==> config.mk <==
export PLATFORM = sky130hd
export DESIGN_NAME = source_tokenizer
export DESIGN_NICKNAME = d
export VERILOG_FILES = /design/src/sv/stok_pkg.sv /design/src/sv/source_tokenizer.sv
export SDC_FILE = /design/constraint.sdc
export NUM_CORES = 1
export LEC_CHECK = 0
export BUFFER_PORTS_ARGS = -buffer_cell sky130_fd_sc_hd__clkbuf_2
export CELL_PAD_IN_SITES_DETAIL_PLACEMENT = 1
export CELL_PAD_IN_SITES_GLOBAL_PLACEMENT = 2
export CORE_ASPECT_RATIO = 1.1
export CORE_MARGIN = 2
export CORE_UTILIZATION = 40
export DETAILED_ROUTE_END_ITERATION = 8
export GPL_ROUTABILITY_DRIVEN = 0
export PLACE_DENSITY_LB_ADDON = 0.1
export SLEW_MARGIN = 10
export SYNTH_ARGS = -nofsm -noshare
export SYNTH_HDL_FRONTEND = slang
export SYNTH_SLANG_ARGS = --single-unit
==> constraint.sdc <==
create_clock -name clk -period 9.9 [get_ports clk]
set_clock_uncertainty 0.05 [all_clocks]
set_input_delay 1.98 -clock clk [delete_from_list [all_inputs] [get_ports clk]]
set_output_delay 1.98 -clock clk [all_outputs]
set_load 0.01 [all_outputs]
==> src/sv/stok_pkg.sv <==
// ----------------------------------------------------------------------------
// stok_pkg
// token kinds, error codes, character codes and the keyword table of the
// source tokenizer
// ----------------------------------------------------------------------------
`default_nettype none

package stok_pkg;

  // result field widths
  localparam int KIND_W = 5;
  localparam int LINE_W = 16;
  localparam int COL_W  = 16;
  localparam int OFF_W  = 24;
  localparam int LEN_W  = 16;
  localparam int ERR_W  = 2;

  // token kinds
  localparam logic [KIND_W-1:0] K_NUMBER   = 5'd0;
  localparam logic [KIND_W-1:0] K_STRING   = 5'd1;
  localparam logic [KIND_W-1:0] K_PLUS     = 5'd2;
  localparam logic [KIND_W-1:0] K_MINUS    = 5'd3;
  localparam logic [KIND_W-1:0] K_ASTERISK = 5'd4;
  localparam logic [KIND_W-1:0] K_SLASH    = 5'd5;
  localparam logic [KIND_W-1:0] K_SEMI     = 5'd6;
  localparam logic [KIND_W-1:0] K_COMMA    = 5'd7;
  localparam logic [KIND_W-1:0] K_COLON    = 5'd8;
  localparam logic [KIND_W-1:0] K_TICK     = 5'd9;
  localparam logic [KIND_W-1:0] K_IDENT    = 5'd10;
  localparam logic [KIND_W-1:0] K_ASSIGN   = 5'd11;
  localparam logic [KIND_W-1:0] K_EQUALS   = 5'd12;
  localparam logic [KIND_W-1:0] K_BANG     = 5'd13;
  localparam logic [KIND_W-1:0] K_LPAREN   = 5'd14;
  localparam logic [KIND_W-1:0] K_RPAREN   = 5'd15;
  localparam logic [KIND_W-1:0] K_LBRACE   = 5'd16;
  localparam logic [KIND_W-1:0] K_RBRACE   = 5'd17;
  localparam logic [KIND_W-1:0] K_KW_FIRST = 5'd18;
  localparam logic [KIND_W-1:0] K_EOF      = 5'd29;
  localparam logic [KIND_W-1:0] K_ERROR    = 5'd30;

  // error codes
  localparam logic [ERR_W-1:0] E_NONE      = 2'd0;
  localparam logic [ERR_W-1:0] E_UNKNOWN   = 2'd1;
  localparam logic [ERR_W-1:0] E_UNTERM_STR = 2'd2;
  localparam logic [ERR_W-1:0] E_UNTERM_CMT = 2'd3;

  // character codes
  localparam logic [7:0] CH_NL     = 8'h0A;
  localparam logic [7:0] CH_TAB    = 8'h09;
  localparam logic [7:0] CH_CR     = 8'h0D;
  localparam logic [7:0] CH_SPACE  = 8'h20;
  localparam logic [7:0] CH_PLUS   = 8'h2B;
  localparam logic [7:0] CH_MINUS  = 8'h2D;
  localparam logic [7:0] CH_STAR   = 8'h2A;
  localparam logic [7:0] CH_SLASH  = 8'h2F;
  localparam logic [7:0] CH_SEMI   = 8'h3B;
  localparam logic [7:0] CH_COMMA  = 8'h2C;
  localparam logic [7:0] CH_COLON  = 8'h3A;
  localparam logic [7:0] CH_TICK   = 8'h27;
  localparam logic [7:0] CH_BANG   = 8'h21;
  localparam logic [7:0] CH_LPAREN = 8'h28;
  localparam logic [7:0] CH_RPAREN = 8'h29;
  localparam logic [7:0] CH_LBRACE = 8'h7B;
  localparam logic [7:0] CH_RBRACE = 8'h7D;
  localparam logic [7:0] CH_EQ     = 8'h3D;
  localparam logic [7:0] CH_HASH   = 8'h23;
  localparam logic [7:0] CH_QUOTE  = 8'h22;

  // keyword table, characters packed first-in-highest, right aligned
  localparam int KW_COUNT = 11;
  localparam int KW_BITS  = 48;
  localparam logic [KW_BITS-1:0] KW_TEXT [KW_COUNT] = '{
    48'h0000_7072_6F63,  // proc
    48'h0000_0076_616C,  // val
    48'h0000_0000_6966,  // if
    48'h0000_656C_7365,  // else
    48'h0077_6869_6C65,  // while
    48'h7265_7475_726E,  // return
    48'h0000_0061_736D,  // asm
    48'h0000_6368_6172,  // char
    48'h0073_686F_7274,  // short
    48'h0000_0069_6E74,  // int
    48'h0000_7369_7A65   // size
  };
  localparam logic [3:0] KW_LEN [KW_COUNT] = '{
    4'd4, 4'd3, 4'd2, 4'd4, 4'd5, 4'd6, 4'd3, 4'd4, 4'd5, 4'd3, 4'd4
  };

  // scanner state, one-hot
  typedef enum logic [9:0] {
    ST_IDLE       = 10'b00_0000_0001,
    ST_NUMBER     = 10'b00_0000_0010,
    ST_IDENT      = 10'b00_0000_0100,
    ST_EQ         = 10'b00_0000_1000,
    ST_HASH       = 10'b00_0001_0000,
    ST_LINE       = 10'b00_0010_0000,
    ST_BLOCK      = 10'b00_0100_0000,
    ST_BLOCK_HASH = 10'b00_1000_0000,
    ST_STRING     = 10'b01_0000_0000,
    ST_STOP       = 10'b10_0000_0000
  } scan_mode_t;

  // one result record
  typedef struct packed {
    logic              last;
    logic [ERR_W-1:0]  err;
    logic [LEN_W-1:0]  len;
    logic [OFF_W-1:0]  off;
    logic [COL_W-1:0]  col;
    logic [LINE_W-1:0] line;
    logic [KIND_W-1:0] kind;
  } tok_res_t;

  function automatic logic is_digit(input logic [7:0] c);
    return (c >= 8'h30) && (c <= 8'h39);
  endfunction

  function automatic logic is_alpha(input logic [7:0] c);
    return ((c >= 8'h61) && (c <= 8'h7A)) || ((c >= 8'h41) && (c <= 8'h5A)) ||
           (c == 8'h5F);
  endfunction

endpackage

`default_nettype wire

==> src/sv/source_tokenizer.sv <==
// ----------------------------------------------------------------------------
// source_tokenizer
// streaming lexer: source bytes in, token records out
// ----------------------------------------------------------------------------
// usage
//   in_*  : one source byte per request in in_tdata; a request with in_tlast
//           high ends the text (its data byte is ignored), flushes any pending
//           token and gives EOF, or an error if a string or block comment is
//           still open
//   out_* : one token per request; tdata carries line, column, offset and
//           length, tuser the kind and error code, tlast marks the final
//           token caused by one input request
//   a token enters the registered output queue when the byte that ends it is taken
//   throughput: one byte per cycle while in_tready is high; a byte that ends
//           a pending token and gives its own token produces two tokens into
//           the three-entry output queue, so in_tready drops after each such
//           byte even with out_tready held high
//   the scanner state and counters are registered, computed from the
//   registered state and the incoming byte; input is taken while at most
//   one token waits in the queue, so a stalled receiver backs up to in_tready
//   after an error or EOF every input is taken and dropped until rst_n
//   reset: synchronous, active low, clears the scanner to line 1, column 1,
//   offset 0 and empties the output queue
// ----------------------------------------------------------------------------
`default_nettype none

module source_tokenizer #(
  parameter int OFFSET_BITS   = 24,
  parameter int POSITION_BITS = 16,
  parameter int KEYWORD_CHARS = 6
) (
  input  wire logic        clk,
  input  wire logic        rst_n,
  input  wire logic        in_tvalid,
  output      logic        in_tready,
  input  wire logic [7:0]  in_tdata,   // [7:0] char_byte
  input  wire logic        in_tlast,   // end_of_input
  output      logic        out_tvalid,
  input  wire logic        out_tready,
  output      logic [71:0] out_tdata,  // [15:0] line, [31:16] column,
                                       // [55:32] offset, [71:56] length
  output      logic [6:0]  out_tuser,  // [4:0] token kind, [6:5] error code
  output      logic        out_tlast   // last token of this input request
);

  import stok_pkg::*;

  localparam int PW = POSITION_BITS;
  localparam int OW = OFFSET_BITS;
  localparam int KB = 8 * KEYWORD_CHARS;
  localparam logic [PW-1:0]    POS_MAX = '1;
  localparam logic [OW-1:0]    OFF_MAX = '1;
  localparam logic [LEN_W-1:0] LEN_MAX = '1;

  // scanner state
  scan_mode_t       mode_r, mode_nxt;
  logic [PW-1:0]    line_r, line_nxt;
  logic [PW-1:0]    col_r, col_nxt;
  logic [OW-1:0]    off_r, off_nxt;
  logic [PW-1:0]    ps_line_r, ps_line_nxt;
  logic [PW-1:0]    ps_col_r, ps_col_nxt;
  logic [OW-1:0]    ps_off_r, ps_off_nxt;
  logic [LEN_W-1:0] plen_r, plen_nxt;
  logic [KB-1:0]    kwbuf_r, kwbuf_nxt;
  logic             kwovf_r, kwovf_nxt;

  // output queue, entry 0 drives the port
  tok_res_t   q_r [3];
  tok_res_t   q_nxt [3];
  logic [1:0] cnt_r, cnt_nxt;

  logic       acc, pop;
  logic [7:0] c;
  logic       eoi;

  // saturating increments
  logic [PW-1:0]    line_inc, col_inc, col_inc2;
  logic [OW-1:0]    off_inc;
  logic [LEN_W-1:0] plen_inc;

  // flush result (pending token) and own result of this request
  logic       fa, fb, do_idle;
  tok_res_t   ra, rb, res0, res1;
  logic [1:0] nres;
  logic [KIND_W-1:0] ident_kind;
  logic [1:0] base;

  function automatic tok_res_t make_res(input logic [KIND_W-1:0] kind,
                                        input logic [PW-1:0] line,
                                        input logic [PW-1:0] col,
                                        input logic [OW-1:0] off,
                                        input logic [LEN_W-1:0] len,
                                        input logic [ERR_W-1:0] err);
    tok_res_t r;
    r.kind = kind;
    r.line = LINE_W'(line);
    r.col  = COL_W'(col);
    r.off  = OFF_W'(off);
    r.len  = len;
    r.err  = err;
    r.last = 1'b0;
    return r;
  endfunction

  assign c   = in_tdata;
  assign eoi = in_tlast;
  assign acc = in_tvalid && in_tready;
  assign pop = out_tvalid && out_tready;

  // room for two tokens
  assign in_tready = (cnt_r <= 2'd1);

  assign line_inc = (line_r == POS_MAX) ? line_r : line_r + PW'(1);
  assign col_inc  = (col_r == POS_MAX) ? col_r : col_r + PW'(1);
  assign col_inc2 = (col_r >= POS_MAX - PW'(1)) ? POS_MAX : col_r + PW'(2);
  assign off_inc  = (off_r == OFF_MAX) ? off_r : off_r + OW'(1);
  assign plen_inc = (plen_r == LEN_MAX) ? plen_r : plen_r + LEN_W'(1);

  // keyword match on the buffered identifier
  always_comb begin
    ident_kind = K_IDENT;
    for (int k = 0; k < KW_COUNT; k++) begin
      if (!kwovf_r && (plen_r == LEN_W'(KW_LEN[k])) && (kwbuf_r == KB'(KW_TEXT[k])))
        ident_kind = K_KW_FIRST + KIND_W'(k);
    end
  end

  // next scanner state and the results of this request
  always_comb begin
    mode_nxt    = mode_r;
    line_nxt    = line_r;
    col_nxt     = col_r;
    off_nxt     = off_r;
    ps_line_nxt = ps_line_r;
    ps_col_nxt  = ps_col_r;
    ps_off_nxt  = ps_off_r;
    plen_nxt    = plen_r;
    kwbuf_nxt   = kwbuf_r;
    kwovf_nxt   = kwovf_r;
    fa          = 1'b0;
    fb          = 1'b0;
    do_idle     = 1'b0;
    ra          = '0;
    rb          = '0;

    // pending token that a terminating byte or end flushes
    case (mode_r)
      ST_NUMBER: ra = make_res(K_NUMBER, ps_line_r, ps_col_r, ps_off_r, plen_r, E_NONE);
      ST_IDENT:  ra = make_res(ident_kind, ps_line_r, ps_col_r, ps_off_r, plen_r, E_NONE);
      ST_EQ:     ra = make_res(K_ASSIGN, ps_line_r, ps_col_r, ps_off_r, LEN_W'(1), E_NONE);
      default:   ra = '0;
    endcase

    if (mode_r != ST_STOP) begin
      if (eoi) begin
        case (mode_r)
          ST_STRING: begin
            fb = 1'b1;
            rb = make_res(K_ERROR, ps_line_r, ps_col_r, ps_off_r, plen_r, E_UNTERM_STR);
          end
          ST_BLOCK, ST_BLOCK_HASH: begin
            fb = 1'b1;
            rb = make_res(K_ERROR, ps_line_r, ps_col_r, ps_off_r, '0, E_UNTERM_CMT);
          end
          default: begin
            fa = (mode_r == ST_NUMBER) || (mode_r == ST_IDENT) || (mode_r == ST_EQ);
            fb = 1'b1;
            rb = make_res(K_EOF, '0, '0, off_r, '0, E_NONE);
          end
        endcase
        mode_nxt = ST_STOP;
      end else begin
        case (mode_r)
          ST_NUMBER: begin
            if (is_digit(c)) begin
              plen_nxt = plen_inc;
              col_nxt  = col_inc;
            end else begin
              fa      = 1'b1;
              do_idle = 1'b1;
            end
          end
          ST_IDENT: begin
            if (is_digit(c) || is_alpha(c)) begin
              plen_nxt = plen_inc;
              if (!kwovf_r && (plen_inc <= LEN_W'(KEYWORD_CHARS)))
                kwbuf_nxt = {kwbuf_r[KB-9:0], c};
              else
                kwovf_nxt = 1'b1;
              col_nxt = col_inc;
            end else begin
              fa      = 1'b1;
              do_idle = 1'b1;
            end
          end
          ST_EQ: begin
            if (c == CH_EQ) begin
              fb       = 1'b1;
              rb       = make_res(K_EQUALS, ps_line_r, ps_col_r, ps_off_r, LEN_W'(2),
                                  E_NONE);
              col_nxt  = col_inc;
              mode_nxt = ST_IDLE;
            end else begin
              fa      = 1'b1;
              do_idle = 1'b1;
            end
          end
          ST_HASH: begin
            if (c == CH_HASH) begin
              mode_nxt = ST_BLOCK;
            end else if (c == CH_NL) begin
              line_nxt = line_inc;
              col_nxt  = PW'(1);
              mode_nxt = ST_IDLE;
            end else begin
              mode_nxt = ST_LINE;
            end
          end
          ST_LINE: begin
            // line comment bytes advance no column
            if (c == CH_NL) begin
              line_nxt = line_inc;
              col_nxt  = PW'(1);
              mode_nxt = ST_IDLE;
            end
          end
          ST_BLOCK: begin
            if (c == CH_HASH) begin
              mode_nxt = ST_BLOCK_HASH;
            end else if (c == CH_NL) begin
              line_nxt = line_inc;
              col_nxt  = PW'(1);
            end else begin
              col_nxt = col_inc;
            end
          end
          ST_BLOCK_HASH: begin
            // closing pair counts two columns; a lone hash counts one
            if (c == CH_HASH) begin
              col_nxt  = col_inc2;
              mode_nxt = ST_IDLE;
            end else begin
              mode_nxt = ST_BLOCK;
              if (c == CH_NL) begin
                line_nxt = line_inc;
                col_nxt  = PW'(1);
              end else begin
                col_nxt = col_inc2;
              end
            end
          end
          ST_STRING: begin
            if (c == CH_QUOTE) begin
              fb       = 1'b1;
              rb       = make_res(K_STRING, ps_line_r, ps_col_r, ps_off_r, plen_r, E_NONE);
              col_nxt  = col_inc;
              mode_nxt = ST_IDLE;
            end else begin
              plen_nxt = plen_inc;
              if (c == CH_NL) begin
                line_nxt = line_inc;
                col_nxt  = PW'(1);
              end else begin
                col_nxt = col_inc;
              end
            end
          end
          default: do_idle = 1'b1;
        endcase

        // byte seen with no token open
        if (do_idle) begin
          mode_nxt = ST_IDLE;
          case (c)
            CH_NL: begin
              line_nxt = line_inc;
              col_nxt  = PW'(1);
            end
            CH_TAB, CH_CR, CH_SPACE: col_nxt = col_inc;
            CH_PLUS, CH_MINUS, CH_STAR, CH_SLASH, CH_SEMI, CH_COMMA, CH_COLON,
            CH_TICK, CH_BANG, CH_LPAREN, CH_RPAREN, CH_LBRACE, CH_RBRACE: begin
              fb = 1'b1;
              rb = make_res(K_ERROR, line_r, col_r, off_r, LEN_W'(1), E_NONE);
              case (c)
                CH_PLUS:   rb.kind = K_PLUS;
                CH_MINUS:  rb.kind = K_MINUS;
                CH_STAR:   rb.kind = K_ASTERISK;
                CH_SLASH:  rb.kind = K_SLASH;
                CH_SEMI:   rb.kind = K_SEMI;
                CH_COMMA:  rb.kind = K_COMMA;
                CH_COLON:  rb.kind = K_COLON;
                CH_TICK:   rb.kind = K_TICK;
                CH_BANG:   rb.kind = K_BANG;
                CH_LPAREN: rb.kind = K_LPAREN;
                CH_RPAREN: rb.kind = K_RPAREN;
                CH_LBRACE: rb.kind = K_LBRACE;
                default:   rb.kind = K_RBRACE;
              endcase
              col_nxt = col_inc;
            end
            default: begin
              // '=', '#', '"', digits and letters open a pending token
              ps_line_nxt = line_r;
              ps_col_nxt  = col_r;
              ps_off_nxt  = off_r;
              plen_nxt    = '0;
              kwbuf_nxt   = '0;
              kwovf_nxt   = 1'b0;
              if (c == CH_EQ) begin
                col_nxt  = col_inc;
                mode_nxt = ST_EQ;
              end else if (c == CH_HASH) begin
                mode_nxt = ST_HASH;
              end else if (c == CH_QUOTE) begin
                col_nxt  = col_inc;
                mode_nxt = ST_STRING;
              end else if (is_digit(c)) begin
                plen_nxt = LEN_W'(1);
                col_nxt  = col_inc;
                mode_nxt = ST_NUMBER;
              end else if (is_alpha(c)) begin
                plen_nxt  = LEN_W'(1);
                kwbuf_nxt = KB'(c);
                col_nxt   = col_inc;
                mode_nxt  = ST_IDENT;
              end else begin
                fb       = 1'b1;
                rb       = make_res(K_ERROR, line_r, col_r, off_r, LEN_W'(1), E_UNKNOWN);
                mode_nxt = ST_STOP;
              end
            end
          endcase
        end

        off_nxt = off_inc;
      end
    end
  end

  // order the results and mark the last one
  always_comb begin
    res0 = fa ? ra : rb;
    res1 = rb;
    nres = {1'b0, fa} + {1'b0, fb};
    if (nres == 2'd2)
      res1.last = 1'b1;
    else
      res0.last = 1'b1;
  end

  // queue shift and append
  always_comb begin
    for (int i = 0; i < 3; i++)
      q_nxt[i] = q_r[i];
    if (pop) begin
      q_nxt[0] = q_r[1];
      q_nxt[1] = q_r[2];
    end
    base = cnt_r - {1'b0, pop};
    for (int i = 0; i < 3; i++) begin
      if (acc && (nres != 2'd0) && (2'(i) == base))
        q_nxt[i] = res0;
      if (acc && (nres == 2'd2) && (2'(i) == base + 2'd1))
        q_nxt[i] = res1;
    end
    cnt_nxt = base + (acc ? nres : 2'd0);
  end

  always_ff @(posedge clk) begin
    if (!rst_n) begin
      mode_r    <= ST_IDLE;
      line_r    <= PW'(1);
      col_r     <= PW'(1);
      off_r     <= '0;
      ps_line_r <= '0;
      ps_col_r  <= '0;
      ps_off_r  <= '0;
      plen_r    <= '0;
      kwbuf_r   <= '0;
      kwovf_r   <= 1'b0;
      cnt_r     <= '0;
    end else begin
      cnt_r <= cnt_nxt;
      if (acc) begin
        mode_r    <= mode_nxt;
        line_r    <= line_nxt;
        col_r     <= col_nxt;
        off_r     <= off_nxt;
        ps_line_r <= ps_line_nxt;
        ps_col_r  <= ps_col_nxt;
        ps_off_r  <= ps_off_nxt;
        plen_r    <= plen_nxt;
        kwbuf_r   <= kwbuf_nxt;
        kwovf_r   <= kwovf_nxt;
      end
    end
  end

  // queue payload needs no reset
  always_ff @(posedge clk) begin
    for (int i = 0; i < 3; i++)
      q_r[i] <= q_nxt[i];
  end

  assign out_tvalid = (cnt_r != 2'd0);
  assign out_tdata  = {q_r[0].len, q_r[0].off, q_r[0].col, q_r[0].line};
  assign out_tuser  = {q_r[0].err, q_r[0].kind};
  assign out_tlast  = q_r[0].last;

  // once stopped, no new tokens enter the queue
  a_stop_silent: assert property (@(posedge clk) disable iff (!rst_n)
    (mode_r == ST_STOP) |=> (cnt_r <= $past(cnt_r)))
    else $error("token produced after stop");

  // an end request always stops the scanner
  a_end_stops: assert property (@(posedge clk) disable iff (!rst_n)
    (acc && in_tlast) |=> (mode_r == ST_STOP))
    else $error("end of input did not stop scanner");

  // line and column counters start at one and saturate, never wrap to zero
  a_line_nonzero: assert property (@(posedge clk) disable iff (!rst_n)
    (line_r != '0) && (col_r != '0))
    else $error("line or column counter reached zero");

  // an accepted request never overfills the queue
  a_queue_room: assert property (@(posedge clk) disable iff (!rst_n)
    acc |=> (cnt_r <= 2'd3) && ($past(cnt_r) <= 2'd1))
    else $error("output queue overflow");

endmodule

`default_nettype wire

==> results.ini, run 1 <==
[status]
status = finished, final reports clean

[worst_hold_path]
hold_path.startpoint = kwbuf_r[47]$_SDFFE_PN0P_
type_of_the_most_critical_hold_path = reg2reg
hold-path-cell-count = 1
whs_endpoint = kwbuf_r[47]$_SDFFE_PN0P_

[timing]
period_needed_ns = 7.08
number_of_failing_setup_endpoints_in_the_final_timing_report = 0
max_freq_mhz = 141
setup_repair_after_global_routing_missed_its_margin = no
timing_max_transition_violations_final = 0
fin_crit_sh = 0.716
worst-slew-pin-transition_ns = 1.10
fin_worst_hold_slack_ns = 0.451
timing.final.hold_violations = 0
finalSetupTns_ns = 0
relSlewSlack = 0.266

[placement]
detailed_place_hpwl_um = 51200
port-buffer-count = 94
dp.cells = 3053

[yosys]
synthesis.nets = 2473
synth_largest_area_cell = sky130_fd_sc_hd__edfxtp_1
synth_simple_gate_area_frac = 0.186
area_fraction_in_compound_gates_after_synthesis = 0.236
synth_top_family_by_area = compound AO/OA/AOI/OAI gates
synth_top_cell_area_share = 0.314
netlist_top_cells_area = sky130_fd_sc_hd__edfxtp_1 31%, sky130_fd_sc_hd__dfxtp_1 16%, sky130_fd_sc_hd__nand2_1 4.6%
ys_seq_elements = 429
yosys_most_used_dff = sky130_fd_sc_hd__edfxtp_1
synth-warning-count = 0
netlist_area_sq_mm = 0.0229
synth-adder-area-share = 0.00763
ys_types = 99
synth_xor_xnor_area_share = 0.0156
syn_inst = 2446
synth-async-reset-ratio = 0
yosysSeqAreaShare = 0.479
synth_mux_area_frac = 0.00611
synth_area_per_inst_sq_um = 9.38
synth-edff-count = 240

[route]
post_drt_via_cell_ratio = 6.28
drc_errors = 0
dr.pass1.iters = 5
routed_wire_length_per_instance_um = 25.2
ant_nets = 0
vias = 19758
drt_iter0_markers = 1701
wirelength_um = 79300

[critical_path]
worst-setup-path-type = in2reg
worst_ep_arrival_time_ns = 7.29
critical_path.reg2reg.endpoint = q_r[0][19]$_DFFE_PP_
regToRegSetupSlack_ns = 4.37
endpoint_kind = flip-flop
critical_path.max_fanout = 55
r2r.worst_path.cells = 13
sort_of_element_at_the_start_of_the_critical_path = input port
timing.critical_path.required_ns = 10.10
timing.rr.start = mode_r[1]$_SDFFE_PN0P_
worst_setup_path_startpoint = in_tdata[1]

[clocking]
insertion_delay_ns = 0.60
ctsHoldBuffers = 0
clock_sink_count = 429
post-cts-setup-buffer-count = 0
ctsLongestPathBuffers = 3
clk_pin_slew_ns = 0.06
htree_num_levels = 2
clock_tree.root_cell = sky130_fd_sc_hd__clkbuf_16
cts_repair_resize_count = 0
tritoncts_clock_tree = yes
tritoncts.num_buffers = 49

[floorplanning]
initial_utilization = 0.403
design.portCount = 95
floorplan.core_area_sq_mm = 0.0570
dieWidth_um = 232
std_cell_rows = 92
height_of_the_die_um = 255
die_area_sq_mm = 0.0593

[pwr]
power.share.combinational = 0.225
power.density_cell_area_mw_per_mm2 = 225
total_power_mw = 5.60
internal_power_mw = 3.79
clockPowerShare = 0.320
power_frac_seq = 0.455
switching_share = 0.324
leakagePower_nw = 8.46
switchingPower_mw = 1.81
irDropWorstVdd_v = 0.000132

[global_route]
grt_pass1_wl_um = 122000
number_of_global_route_vias_before_repair = 20081
pin_count_of_the_biggest_net_entering_global_routing = 66
grt_overflow_total = 0
antenna_violations_before_repair = 1
grt.total_usage = 0.265

[finish]
final_nets = 2379
most-common-layout-cells = 280 x sky130_fd_sc_hd__nand2_1, 240 x sky130_fd_sc_hd__edfxtp_1, 189 x sky130_fd_sc_hd__dfxtp_1, 167 x sky130_fd_sc_hd__a21oi_1, 162 x sky130_fd_sc_hd__o21ai_0
antennaDiodeCount = 0
mostFrequentLayoutCell = sky130_fd_sc_hd__nand2_1
drive_above_1_share = 0.106
finalNonFillerCells = 3145
area_growth_syn_to_layout_pct = 8.29
final_core_util = 0.436

[flow_run]
drv_cap = 0

power groups by stage:
stage          registers, mW  logic, mW  clock network [mW]
2_1_floorplan           2.51      0.977                   0
3_5_place_dp            2.59       1.27                   0
6_report                2.55       1.26                1.79
4_1_cts                 2.55       1.27                1.83
3_3_place_gp            2.59       1.23                   0
5_1_grt                 2.58       1.37                1.89
how the worst max path moves through the flow:
stage	to	slack, ns	depth (start not counted)
2_1_floorplan	q_r[0][160]$_DFFE_PP_	1.75	11
3_3_place_gp	q_r[0][19]$_DFFE_PP_	2.56	14
3_5_place_dp	q_r[0][19]$_DFFE_PP_	2.25	14
4_1_cts	q_r[0][19]$_DFFE_PP_	2.88	14
5_1_grt	q_r[0][19]$_DFFE_PP_	2.39	14
6_report	q_r[0][19]$_DFFE_PP_	2.82	14
cell families after synthesis:
kind of cell,after synthesis
AOI/OAI and AO/OA,788
xor gates and xnor gates,41
adders and majority gates,14
buffers and inverters,325
DFF,429
muxes,14
and+or+nand+nor,835
final cells by class:
| cell class | count | area, sq um |
|---|---|---|
| clock buffers | 66 | 1340 |
| clock inverters | 26 | 210 |
| fillers | 6471 | 32100 |
| inverters | 54 | 205 |
| multi-input cells | 1692 | 10500 |
| flip-flops and latches | 429 | 11000 |
| well taps | 752 | 941 |
| repair buffers | 126 | 711 |
state kept, by name, indices dropped and copies added (netlist names), 2 cells and up:
register	flops
cnt_r	2
q_r	240
ps_line_r	16
off_r	24
mode_r	10
kwbuf_r	48
plen_r	16
col_r	16
ps_col_r	16
ps_off_r	24
line_r	16
through the flow:
stage               instance area [sq um]  worst slack, ns
floorplan                           22900             1.75
global placement                    23300             2.56
detailed placement                  23300             2.25
CTS                                 24900             2.88
global route                        24900             2.39
finish                              24900             2.82
layer usage:
| metal | track usage | share of wire | up-vias | wire length [um] |
|---|---|---|---|---|
| met5 | 0 | 0 | - | 0 |
| met4 | 0.0784 | 0.025 | 0 | 2000 |
| met3 | 0.0313 | 0.047 | 132 | 3740 |
| met2 | 0.450 | 0.49 | 566 | 38500 |
| met1 | 0.354 | 0.44 | 10060 | 35100 |
| li1 | - | - | 9000 | - |
cell usage after synthesis (21+ instances only):
cell                         n
sky130_fd_sc_hd__buf_2      45
sky130_fd_sc_hd__o22ai_1    29
sky130_fd_sc_hd__nand2_1   282
sky130_fd_sc_hd__nor4_1     30
sky130_fd_sc_hd__buf_4      83
sky130_fd_sc_hd__o21ai_0   163
sky130_fd_sc_hd__dfxtp_1   189
sky130_fd_sc_hd__edfxtp_1  240
sky130_fd_sc_hd__and3_1     33
sky130_fd_sc_hd__a22oi_1   100
sky130_fd_sc_hd__nor2b_1    28
sky130_fd_sc_hd__nand4_1    37
sky130_fd_sc_hd__a22o_1    104
sky130_fd_sc_hd__xor2_1     21
sky130_fd_sc_hd__nor3_1     50
sky130_fd_sc_hd__clkbuf_1  137
sky130_fd_sc_hd__a31oi_1    34
sky130_fd_sc_hd__inv_1      52
sky130_fd_sc_hd__nand3_1    66
sky130_fd_sc_hd__a21oi_1   168
sky130_fd_sc_hd__nor2_1    153
critical path, stage by stage:
cell and delay [ns]:
sky130_fd_sc_hd__clkbuf_2 0.31, sky130_fd_sc_hd__nor2b_1 0.27, sky130_fd_sc_hd__and3_1 0.34, sky130_fd_sc_hd__nor3_1 0.54
sky130_fd_sc_hd__nand3_1 0.34, sky130_fd_sc_hd__nor2_2 0.59, sky130_fd_sc_hd__inv_1 0.19, sky130_fd_sc_hd__a21oi_1 0.28
sky130_fd_sc_hd__ha_1 0.27, sky130_fd_sc_hd__nor2b_1 0.24, sky130_fd_sc_hd__and3_1 0.65, sky130_fd_sc_hd__nor2_4 0.10
sky130_fd_sc_hd__nand2_4 0.65, sky130_fd_sc_hd__buf_4 0.50
Power figures use the tool's default switching activity.
==> run 2: changes to the inputs <==
clock period = 7 ns   (was 9.9 ns; I/O delays follow)
==> run 2 against run 1 <==
Count of clock-buffer cells in the layout increased by 3. Largest power group unchanged. Setup slack got worse by 1.4 ns. Critical path type unchanged. Final area increased by 0.81%. Final cell count increased by 0.48%.
==> results.ini, run 2 (synthesis gave the netlist of run 1 again) <==
[status]
status = finished, final reports clean

[worst_hold_path]
type_of_the_most_critical_hold_path = reg2reg

[placement]
detailed_place_hpwl_um = 52100
port-buffer-count = 94

[route]
drt_iter0_markers = 1622
post_drt_via_cell_ratio = 6.28
dr.pass1.iters = 6
routed_wire_length_per_instance_um = 25.4
ant_nets = 0
wirelength_um = 80200
vias = 19848
drc_errors = 0

[global_route]
antenna_violations_before_repair = 0
grtUsageMet1 = 0.355
gr-usage-met3 = 0.0339
number_of_global_route_vias_before_repair = 19967
grt_pass1_wl_um = 122000
grt.total_usage = 0.265
use_met2 = 0.451
grt.busiest_layer = met2
grt_overflow_total = 0
pin_count_of_the_biggest_net_entering_global_routing = 70

[timing]
timing.final.hold_violations = 0
max_freq_mhz = 179
fin_worst_hold_slack_ns = 0.450
worst-slew-pin-transition_ns = 1.08
finalSetupTns_ns = 0
timing_max_transition_violations_final = 0
period_needed_ns = 5.59
setup_repair_after_global_routing_missed_its_margin = no
fin_crit_sh = 0.799
relSlewSlack = 0.280
number_of_failing_setup_endpoints_in_the_final_timing_report = 0

[clocking]
tritoncts_clock_tree = yes
cts_repair_resize_count = 0
ctsHoldBuffers = 0
clock_sink_count = 429
ctsLongestPathBuffers = 3
insertion_delay_ns = 0.59
htree_num_levels = 2
tritoncts.num_buffers = 48
clock_tree.root_cell = sky130_fd_sc_hd__clkbuf_16
post-cts-setup-buffer-count = 0
clk_pin_slew_ns = 0.06

[critical_path]
cp_top_family = simple AND/OR/NAND/NOR gates
critical_path.max_fanout = 30
worst_ep_arrival_time_ns = 5.81
endpoint_kind = flip-flop
timing.critical_path.mode_cell = sky130_fd_sc_hd__buf_4
slowest_stage_cell_on_the_critical_path = sky130_fd_sc_hd__or3_1
timing.critical_path.required_ns = 7.22
worst-setup-path-type = in2reg
timing.critical_path.cells = clkbuf_2, or3_1, o311a_4, a2bb2oi_1, nand3_1, nor2_2, buf_4, inv_1, a21oi_1, inv_1, ha_1, nor4_2, buf_4, nor2_4, nand2_4, buf_4
cp.buffers_inverters = 6
sort_of_element_at_the_start_of_the_critical_path = input port
regToRegSetupSlack_ns = 1.90
critical-path-max-stage-delay_ns = 0.59

[finish]
area_growth_syn_to_layout_pct = 9.17
mostFrequentLayoutCell = sky130_fd_sc_hd__nand2_1
most-common-layout-cells = 280 x sky130_fd_sc_hd__nand2_1, 240 x sky130_fd_sc_hd__edfxtp_1, 189 x sky130_fd_sc_hd__dfxtp_1, 167 x sky130_fd_sc_hd__a21oi_1, 162 x sky130_fd_sc_hd__o21ai_0
biggestRegsByFlops = q_r: 240 flops, kwbuf_r: 48 flops
final_nets = 2396
antennaDiodeCount = 0
fillerInstances = 6480
final_core_util = 0.440
largest_register_ff_count = 240
drive_above_1_share = 0.111
largest-register = q_r

[floorplanning]
initial_utilization = 0.403
floorplan.core_area_sq_mm = 0.0570
dieWidth_um = 232
die_area_sq_mm = 0.0593
design.portCount = 95
height_of_the_die_um = 255
std_cell_rows = 92

[pwr]
leakagePower_nw = 8.57
power.density_cell_area_mw_per_mm2 = 320
total_power_mw = 8.03
irDropWorstVdd_v = 0.000208

[flow_run]
drv_cap = 0

-- run 2: cell count changes in the layout (fill, tap and decap cells not counted), sizes merged --
cell      before  now
buf           32   50
bufinv         2    5
clkbuf       160  163
clkinv        20   15
clkinvlp       1    0
inv           57   54
-- run 2: area by class of cell --
type	instances	area (sq um)	area share
clock buffers	69	1330	0.0531
clock inverters	20	244	0.00974
inverters	54	205	0.00819
multi-input cells	1692	10500	0.417
flip-flops and latches	429	11000	0.439
well taps	752	941	0.0376
repair buffers	144	883	0.0353
-- run 2: final timing paths --
kind,start,endpoint,cells past startpoint
setup / recovery,in_tdata[2],q_r[0][37]$_DFFE_PP_,16
hold / removal,kwbuf_r[47]$_SDFFE_PN0P_,kwbuf_r[47]$_SDFFE_PN0P_,1
hold reg to reg,kwbuf_r[47]$_SDFFE_PN0P_,kwbuf_r[47]$_SDFFE_PN0P_,1
setup reg to reg,mode_r[6]$_SDFFE_PN0P_,q_r[0][37]$_DFFE_PP_,15
-- run 2: metal layers --
layer | part of all wire | vias up | wire (um)
met1 | 0.44 | 10126 | 35600
met5 | 0 | - | 0
met4 | 0.023 | 0 | 1880
li1 | - | 9026 | -
met3 | 0.046 | 132 | 3710
met2 | 0.49 | 564 | 39000
-- run 2: per-stage QoR --
stage                     cells  cell area (sq um)  worst slack, ns
after CTS                  3160              25100             1.46
after global placement     3071              23500             1.03
after floorplan            2446              23000            0.170
final                      3160              25100             1.41
after global routing       3160              25100             1.12
after detailed placement   3071              23500            0.827
-- run 2: worst reg2reg max path, delay by kind of cell, from the launching register on --
family | cells | cell delay [ns]
compound gates | 4 | 1.24
fa+ha+maj | 1 | 0.32
buf+inv | 5 | 0.99
simple gates | 5 | 1.63
flops | 1 | 0.61
-- run 2: power by group --
group | total [mW] | switching, mW | internal [mW]
logic | 1.84 | 1.25 | 0.584
registers | 3.59 | 0.217 | 3.37
clock network | 2.60 | 1.10 | 1.51
==> run 3: changes to the inputs <==
clock period = 5.5 ns   (was 7 ns; I/O delays follow)
==> run 3 against run 2 <==
Sequential power grew 27%. Final cell count grew 1.0%. Setup slack lost 0.67 ns. Count of clock-buffer cells in the layout shrank 5. Via count is essentially flat. Combinational power grew 30%. First-iteration DRC count grew 3.7%. Worst hold slack gained 0.0045 ns. Final area grew 0.75%. Wire length shrank 0.34%. Die area is the same. Critical path type unchanged. Critical endpoint unchanged. Largest cell class unchanged. Highest routed layer unchanged.
==> results.ini, run 3 (synthesis gave the netlist of run 1 again) <==
[global_route]
pin_count_of_the_biggest_net_entering_global_routing = 73
grt.total_usage = 0.267
number_of_global_route_vias_before_repair = 20289
gr-usage-met3 = 0.0429
antenna_violations_before_repair = 0
grt.busiest_layer = met2
grtUsageMet1 = 0.347
grt_overflow_total = 0
grt_pass1_wl_um = 123000
use_met2 = 0.454

[flow_run]
drv_cap = 0

[timing]
fin_crit_sh = 0.867
finalSetupTns_ns = 0
max_freq_mhz = 210
period_needed_ns = 4.77
setup_repair_after_global_routing_missed_its_margin = no
worst-slew-pin-transition_ns = 1.05
timing.final.hold_violations = 0
number_of_failing_setup_endpoints_in_the_final_timing_report = 0
relSlewSlack = 0.299
timing_max_transition_violations_final = 0

[clocking]
post-cts-setup-buffer-count = 0
insertion_delay_ns = 0.60
ctsHoldBuffers = 0
cts_repair_resize_count = 0
tritoncts.num_buffers = 48
clk_pin_slew_ns = 0.06
clock_tree.root_cell = sky130_fd_sc_hd__clkbuf_16
ctsLongestPathBuffers = 3
tritoncts_clock_tree = yes
htree_num_levels = 2
clock_sink_count = 429

[finish]
drive_above_1_share = 0.121
largest_register_ff_count = 240
biggestRegsByFlops = q_r: 240 flops, kwbuf_r: 48 flops
mostFrequentLayoutCell = sky130_fd_sc_hd__nand2_1
final_core_util = 0.443
largest-register = q_r
finalNonFillerCells = 3192
fillerInstances = 6432
area_growth_syn_to_layout_pct = 9.99
layout.area.seq_sq_mm = 0.0110
final_nets = 2427
most-common-layout-cells = 280 x sky130_fd_sc_hd__nand2_1, 240 x sky130_fd_sc_hd__edfxtp_1, 189 x sky130_fd_sc_hd__dfxtp_1, 167 x sky130_fd_sc_hd__a21oi_1, 162 x sky130_fd_sc_hd__o21ai_0
post-route-cell-area_sq_mm = 0.0252
multiInputGateArea_sq_mm = 0.0105
antennaDiodeCount = 0

[floorplanning]
die_area_sq_mm = 0.0593
design.portCount = 95
height_of_the_die_um = 255
dieWidth_um = 232
floorplan.core_area_sq_mm = 0.0570
initial_utilization = 0.403
std_cell_rows = 92

[route]
drc_errors = 0
dr.pass1.iters = 6
post_drt_via_cell_ratio = 6.22
vias = 19842
routed_wire_length_per_instance_um = 25.0
ant_nets = 0
drt_iter0_markers = 1682
wirelength_um = 79900

[critical_path]
endpoint_kind = flip-flop
worst_ep_arrival_time_ns = 5.12
worst-setup-path-type = in2reg
sort_of_element_at_the_start_of_the_critical_path = input port
critical_path.max_fanout = 13
timing.critical_path.required_ns = 5.85

[placement]
dp.cells = 3101
placement.cell_area_sq_mm = 0.0237
detailed_place_hpwl_um = 53400
port-buffer-count = 94

[pwr]
irDropWorstVdd_v = 0.000252
leakagePower_nw = 8.69
power.density_cell_area_mw_per_mm2 = 402

[worst_hold_path]
type_of_the_most_critical_hold_path = reg2reg

[status]
status = finished, final reports clean

run 3: per-layer routing:
layer	wire length, um	vias to the layer above
met3	4620	143
met1	34300	9998
li1	-	9115
met5	0	-
met4	2330	0
met2	38600	586
run 3: cell type report:
class | count | share of cell area
clock inverter | 26 | 0.00897
timing repair buffer | 175 | 0.0442
inverter | 54 | 0.00813
multi-input combinational | 1692 | 0.414
clock buffer | 64 | 0.0517
tap | 752 | 0.0373
sequential | 429 | 0.435
run 3: worst paths after layout:
kind / startpoint / endpoint / slack (ns) / cells past startpoint
setup / recovery: in_tdata[2] / q_r[0][37]$_DFFE_PP_ / 0.73 / 15
hold / removal: line_r[7]$_SDFFE_PN0P_ / ps_line_r[7]$_SDFFE_PN0P_ / 0.45 / 2
setup reg to reg: mode_r[6]$_SDFFE_PN0P_ / q_r[0][31]$_DFFE_PP_ / 0.76 / 16
hold reg to reg: line_r[7]$_SDFFE_PN0P_ / ps_line_r[7]$_SDFFE_PN0P_ / 0.45 / 2
run 3: worst max-delay path: stages:
cell and delay, ns:
sky130_fd_sc_hd__clkbuf_2 0.09, sky130_fd_sc_hd__or3_1 0.41, sky130_fd_sc_hd__o311a_4 0.36, sky130_fd_sc_hd__a2bb2oi_1 0.20, sky130_fd_sc_hd__nand3_1 0.19, sky130_fd_sc_hd__nor2_2 0.21
sky130_fd_sc_hd__inv_1 0.09, sky130_fd_sc_hd__a21oi_1 0.27, sky130_fd_sc_hd__inv_1 0.08, sky130_fd_sc_hd__ha_1 0.31, sky130_fd_sc_hd__nor4_2 0.30, sky130_fd_sc_hd__buf_4 0.29
sky130_fd_sc_hd__a21o_1 0.46, sky130_fd_sc_hd__nand2_1 0.40, sky130_fd_sc_hd__o21ai_0 0.34
run 3: where the power goes:
group	total (mW)	switching (mW)	internal (mW)	leakage (nW)
Sequential	4.55	0.252	4.30	3.80
Clock	3.20	1.38	1.81	0.735
Combinational	2.39	1.62	0.772	4.15
Total	10.1	3.25	6.88	8.69
run 3: metrics by stage:
stage          hold slack, ns  setup slack [ns]  power, mW
2_1_floorplan           0.409             0.117       6.25
3_3_place_gp            0.434             0.338       6.93
3_5_place_dp            0.447             0.191       7.01
4_1_cts                 0.455             0.544       10.2
5_1_grt                 0.484             0.338       10.6
6_report                0.454             0.733       10.1
